--- config.mk ---
export PLATFORM = sky130hd
export DESIGN_NAME = kmst_uf
export DESIGN_NICKNAME = d
export VERILOG_FILES = /design/src/rtl/core/kmst_pkg.sv /design/src/rtl/core/kmst_uf.sv
export SDC_FILE = /design/constraint.sdc
export NUM_CORES = 1
export LEC_CHECK = 0
export CAP_MARGIN = 0
export CORE_AREA = 2 2 144 146
export DETAILED_ROUTE_END_ITERATION = 10
export DIE_AREA = 0 0 146 148
export DONT_BUFFER_PORTS = 1
export SKIP_LAST_GASP = 1
export SYNTH_ARGS = -nofsm -noshare
export SYNTH_HDL_FRONTEND = slang
export SYNTH_SLANG_ARGS = --single-unit
--- constraint.sdc ---
create_clock -name clk_i -period 3 [get_ports clk_i]
set_input_delay 0.6 -clock clk_i [delete_from_list [all_inputs] [get_ports clk_i]]
set_output_delay 0.6 -clock clk_i [all_outputs]
set_load 0.02 [all_outputs]
--- src/rtl/core/kmst_pkg.sv ---
package kmst_pkg;

  // Fixed field widths
  localparam int VW      = 4;
  localparam int WW      = 15;
  localparam int CW      = 5;
  localparam int RANK_W  = 3;
  localparam int NV      = 2 ** VW;

  localparam logic [WW-1:0]     NO_EDGE_W = 15'h7FFF;
  localparam logic [RANK_W-1:0] RANK_MAX  = 3'd7;
  localparam logic [CW-1:0]     VC_RESET  = 5'd16;

  localparam int MAX_VERTICES_DEF = 16;
  localparam int MAX_EDGES_DEF    = 256;

  typedef struct packed {
    logic [VW-1:0] src;
    logic [VW-1:0] dst;
    logic [WW-1:0] w;
  } kmst_edge_t;

  typedef enum logic [3:0] {
    ST_LOAD,
    ST_SORT_INIT,
    ST_BUILD,
    ST_HELD,
    ST_SIFT_RD,
    ST_SIFT_CMP,
    ST_EXTRACT,
    ST_SWAP,
    ST_SCAN,
    ST_SCAN_RD,
    ST_FIND_A,
    ST_FIND_B,
    ST_FINISH
  } kmst_state_e;

  typedef struct packed {
    logic              clear;
    logic              find_go;
    logic [VW-1:0]     find_v;
    logic              join_go;
    logic [VW-1:0]     ja;
    logic [VW-1:0]     jb;
    logic [RANK_W-1:0] rka;
    logic [RANK_W-1:0] rkb;
  } uf_req_t;

  typedef struct packed {
    logic              done;
    logic [VW-1:0]     root;
    logic [RANK_W-1:0] rank;
  } uf_rsp_t;

endpackage

--- src/rtl/core/kmst_uf.sv ---
module kmst_uf import kmst_pkg::*; (
  input  logic    clk_i,
  input  logic    rst_ni,
  input  uf_req_t req_i,
  output uf_rsp_t rsp_o
);

  logic [VW-1:0]     par_q [NV];
  logic [RANK_W-1:0] rnk_q [NV];
  logic [NV-1:0]     pv_q, rv_q;
  logic              busy_q;
  logic [VW-1:0]     x_q;
  logic [VW-1:0]     p;

  // Entries not yet written read as their own index and rank zero
  assign p           = pv_q[x_q] ? par_q[x_q] : x_q;
  assign rsp_o.done  = busy_q && (p == x_q);
  assign rsp_o.root  = x_q;
  assign rsp_o.rank  = rv_q[x_q] ? rnk_q[x_q] : '0;

  // Walk one parent link per cycle
  always_ff @(posedge clk_i or negedge rst_ni) begin
    if (!rst_ni) begin
      busy_q <= 1'b0;
      x_q    <= '0;
    end else if (req_i.find_go) begin
      busy_q <= 1'b1;
      x_q    <= req_i.find_v;
    end else if (busy_q) begin
      if (p == x_q) begin
        busy_q <= 1'b0;
      end else begin
        x_q <= p;
      end
    end
  end

  // Valid bits: clear whole forest at once
  always_ff @(posedge clk_i or negedge rst_ni) begin
    if (!rst_ni) begin
      pv_q <= '0;
      rv_q <= '0;
    end else if (req_i.clear) begin
      pv_q <= '0;
      rv_q <= '0;
    end else if (req_i.join_go) begin
      if (req_i.rka > req_i.rkb) begin
        pv_q[req_i.jb] <= 1'b1;
      end else begin
        pv_q[req_i.ja] <= 1'b1;
        if (req_i.rka == req_i.rkb && req_i.rkb < RANK_MAX) begin
          rv_q[req_i.jb] <= 1'b1;
        end
      end
    end
  end

  // Union by rank
  always_ff @(posedge clk_i) begin
    if (req_i.join_go && !req_i.clear) begin
      if (req_i.rka > req_i.rkb) begin
        par_q[req_i.jb] <= req_i.ja;
      end else begin
        par_q[req_i.ja] <= req_i.jb;
        if (req_i.rka == req_i.rkb && req_i.rkb < RANK_MAX) begin
          rnk_q[req_i.jb] <= req_i.rkb + 1'b1;
        end
      end
    end
  end

endmodule

==> out/metrics.cfg <==
[finish]
final_area_sq_um = 8070
num_antenna_cells = 0
drive_above_1_share = 0.2342
area_growth_pct = 15.99
regArea_sq_um = 4295
fillerInstances = 1885
nNetsFinal = 552
multi_input_area_sq_um = 2379

[logic_synthesis]
synthArstFlopShare = 0.2483
ys_seq_elements = 149
syn-instance-count = 499
synth_warnings = 0
ys_seq_area_frac = 0.6164
synth_common_cells = 112 x edfxtp_1, 67 x nor2_1, 37 x dfrtp_1, 28 x mux4_2, 26 x inv_1
synth_edf_count = 112
synth-main-ff-cell = edfxtp_1
synth_nets = 526
ys_types = 52
yosys.area.top_type_share = 0.4834
synth_top_area_cell = edfxtp_1
avgSynthCellArea_sq_um = 13.94
syn_area_sq_um = 6958
synthTopCellsByArea = edfxtp_1 48%, dfrtp_1 13%, mux4_2 9.1%
synth.most_common_cell = edfxtp_1

[hold_path]
worst_hold_path_type = in -> async

[critical_path]
cp_slowest_cell = dfrtp_4
cp_common_cell = buf_4
crit_path_cell_trace = buf_4, mux4_2, or2_0, a221o_1, a21oi_2, o21bai_4, nor2_1, buf_4
ff2ff_setup_slack_ns = 0.54
critPathMaxStageDelay_ns = 0.49
cp-start-kind = register
worstReg2RegEnd = x_q[1]$_DFFE_PN0P_
r2r-start = x_q[2]$_DFFE_PN0P_
crit_type = reg -> out
worst_ep_required_time_ns = 2.40
ff2ff_path_depth = 9
critPathCaptureType = output port
arrival_ns = 2.45
path_max_fanout = 5

[clock_network]
cts_sinks = 149
clkTransAtPathRegs_ns = 0.06
clockRootBuffer = clkbuf_16
clock_path_buffers = 2
h-tree-depth = 4
insertion_delay_ns = 0.42
numCtsBuffers = 17
cts_tree = built

[floorplan]
die-area_sq_um = 21610
rows = 52
ios = 31
dieWidth_um = 146
die_y_um = 148
core_sq_um = 20040
initial_core_util = 0.3472

[detailed_routing]
drt-initial-drc-count = 416
firstDrtPassIters = 5
routedWlPerCell_um = 19.36
routed_via_density = 5.330
antenna_left = 0
num_vias = 4307
routed_wl_mm = 15.64
drcViolationCount = 0

[placed_design]
post-place-ws_ns = 0.2609
port_buffers = 0
gp_congestion = 0.8111
dp_hpwl_mm = 10.85
placed_area_sq_um = 7372

[global_route]
grt_usage = 0.1513
grt_max_degree = 41
grt_pass1_wl_mm = 24.66
antenna_found_initial = 0
grt_pass1_vias = 4333
grt.overflow.total = 0

[timing]
setup_viol = 1
setup_tns_ns = -0.05001
fin_crit_sh = 1.017
hold_violations = 0
rsz0062_at_grt = true
setup_slack_ns = -0.05001
finalClockSkew_ns = 0.006519
min_period_ns = 3.050
tightest_slew_ns = 0.6808
slew_violations = 0
timing.slew.headroom = 0.5461
fmaxAchievable_mhz = 327.9

[pwr]
p_sw_frac = 0.2977
finalPower_w = 0.006582
internal_power_w = 0.004623
p_per_area_nw_per_um2 = 815.6
comb_power_share = 0.339
seqPwrFrac = 0.361
switchingPower_w = 0.001959
p_leak_nw = 2.845
ir_drop_uv = 406.7
clkPwrFrac = 0.300

[run_status]
outcome = finished, violations left
violations = setup timing

[job]
maxCapViolations = 0

[metal layers]
layer / global-route usage / up-vias / wire (um)
met5: 0 / - / 0
met4: 0.05049 / 0 / 153
met3: 0.05031 / 11 / 1059
met2: 0.2300 / 141 / 7337
met1: 0.2058 / 2199 / 7090
li1: - / 1956 / -
[repair_timing]
item	in CTS	in global routing
pin swaps	0	2
gates resized for setup	15	3
buffers inserted	11	0
setup endpoints to repair	4	4
endpoints found under the hold margin	37	0
hold buffers	1	0
[cell usage in the layout, fill, tap and decap left out, types with 3 or more instances in the layout]
master / count
clkbuf_16: 17
mux4_1: 4
nor2b_1: 7
nand2b_1: 4
o31ai_1: 15
mux2i_1: 13
edfxtp_1: 112
nor2_1: 67
nand2_1: 18
o211ai_1: 3
clkinv_1: 4
clkinvlp_4: 4
and2_4: 3
a21oi_1: 25
mux2_2: 7
nand4_1: 4
a31oi_1: 5
ha_1: 4
buf_4: 31
inv_1: 26
o21ai_0: 7
clkbuf_1: 3
mux4_2: 32
o22ai_1: 18
buf_12: 8
dfrtp_1: 34
clkinv_2: 3
nand3_1: 17
[worst max-delay path: cells and delay by family, from the launching register on]
family / cells / cell delay (ns)
AND/OR/NAND/NOR: 2 / 0.31
AO/OA/AOI/OAI: 3 / 0.58
buffers and inverters: 2 / 0.34
multiplexers: 1 / 0.30
flip-flops: 1 / 0.49
[flip-flops by register name, summed over array words and instances (netlist names)]
register  flops
par_q        64
x_q           4
rv_q         16
rnk_q        48
pv_q         16
busy_q        1
[through the flow]
stage	util	cells	hold slack (ns)
3_5_place_dp	0.3679	764	0.3058
5_1_grt	0.4027	808	0.01989
4_1_cts	0.4029	808	0.009471
6_report	0.4027	808	0.02355
2_1_floorplan	-	499	0.3044
3_3_place_gp	0.3679	764	0.3063
[final cells by class]
type / count / share of cell area
flip-flops and latches: 149 / 0.5322
clock buffers: 20 / 0.05411
inverters: 27 / 0.01302
well taps: 270 / 0.04186
clock inverters: 12 / 0.01395
repair buffers: 40 / 0.05008
multi-input cells: 290 / 0.2947
[cells by family (layout without fill, tap and decap cells)]
group	Yosys count	after routing	share of synthesized area
compound gates	92	92	0.08829
xor+xnor	1	1	0.001259
fa+ha+maj	4	4	0.007193
buf+inv	60	99	0.04370
flops	149	149	0.6164
mux	58	58	0.1539
simple gates	135	135	0.08919
[power by group through the flow]
| stage | clock network [W] | logic (W) | registers [W] |
|---|---|---|---|
| 5_1_grt | 0.00209 | 0.00240 | 0.00238 |
| 3_5_place_dp | 0 | 0.00197 | 0.00245 |
| 4_1_cts | 0.00201 | 0.00224 | 0.00237 |
| 6_report | 0.00198 | 0.00223 | 0.00237 |
| 2_1_floorplan | 0 | 0.00152 | 0.00241 |
| 3_3_place_gp | 0 | 0.00195 | 0.00245 |
[worst max-delay path by stage]
stage                        from                    end  depth (start not counted)
6_report       x_q[2]$_DFFE_PN0P_               rsp_o[7]                          8
5_1_grt        x_q[2]$_DFFE_PN0P_               rsp_o[7]                          9
4_1_cts        x_q[1]$_DFFE_PN0P_               rsp_o[7]                          7
3_5_place_dp             req_i[1]  par_q[7][1]$_DFFE_PP_                          9
3_3_place_gp             req_i[1]  par_q[3][2]$_DFFE_PP_                          9
2_1_floorplan            req_i[1]  par_q[8][0]$_DFFE_PP_                         10
Power figures use the tool's default switching activity.
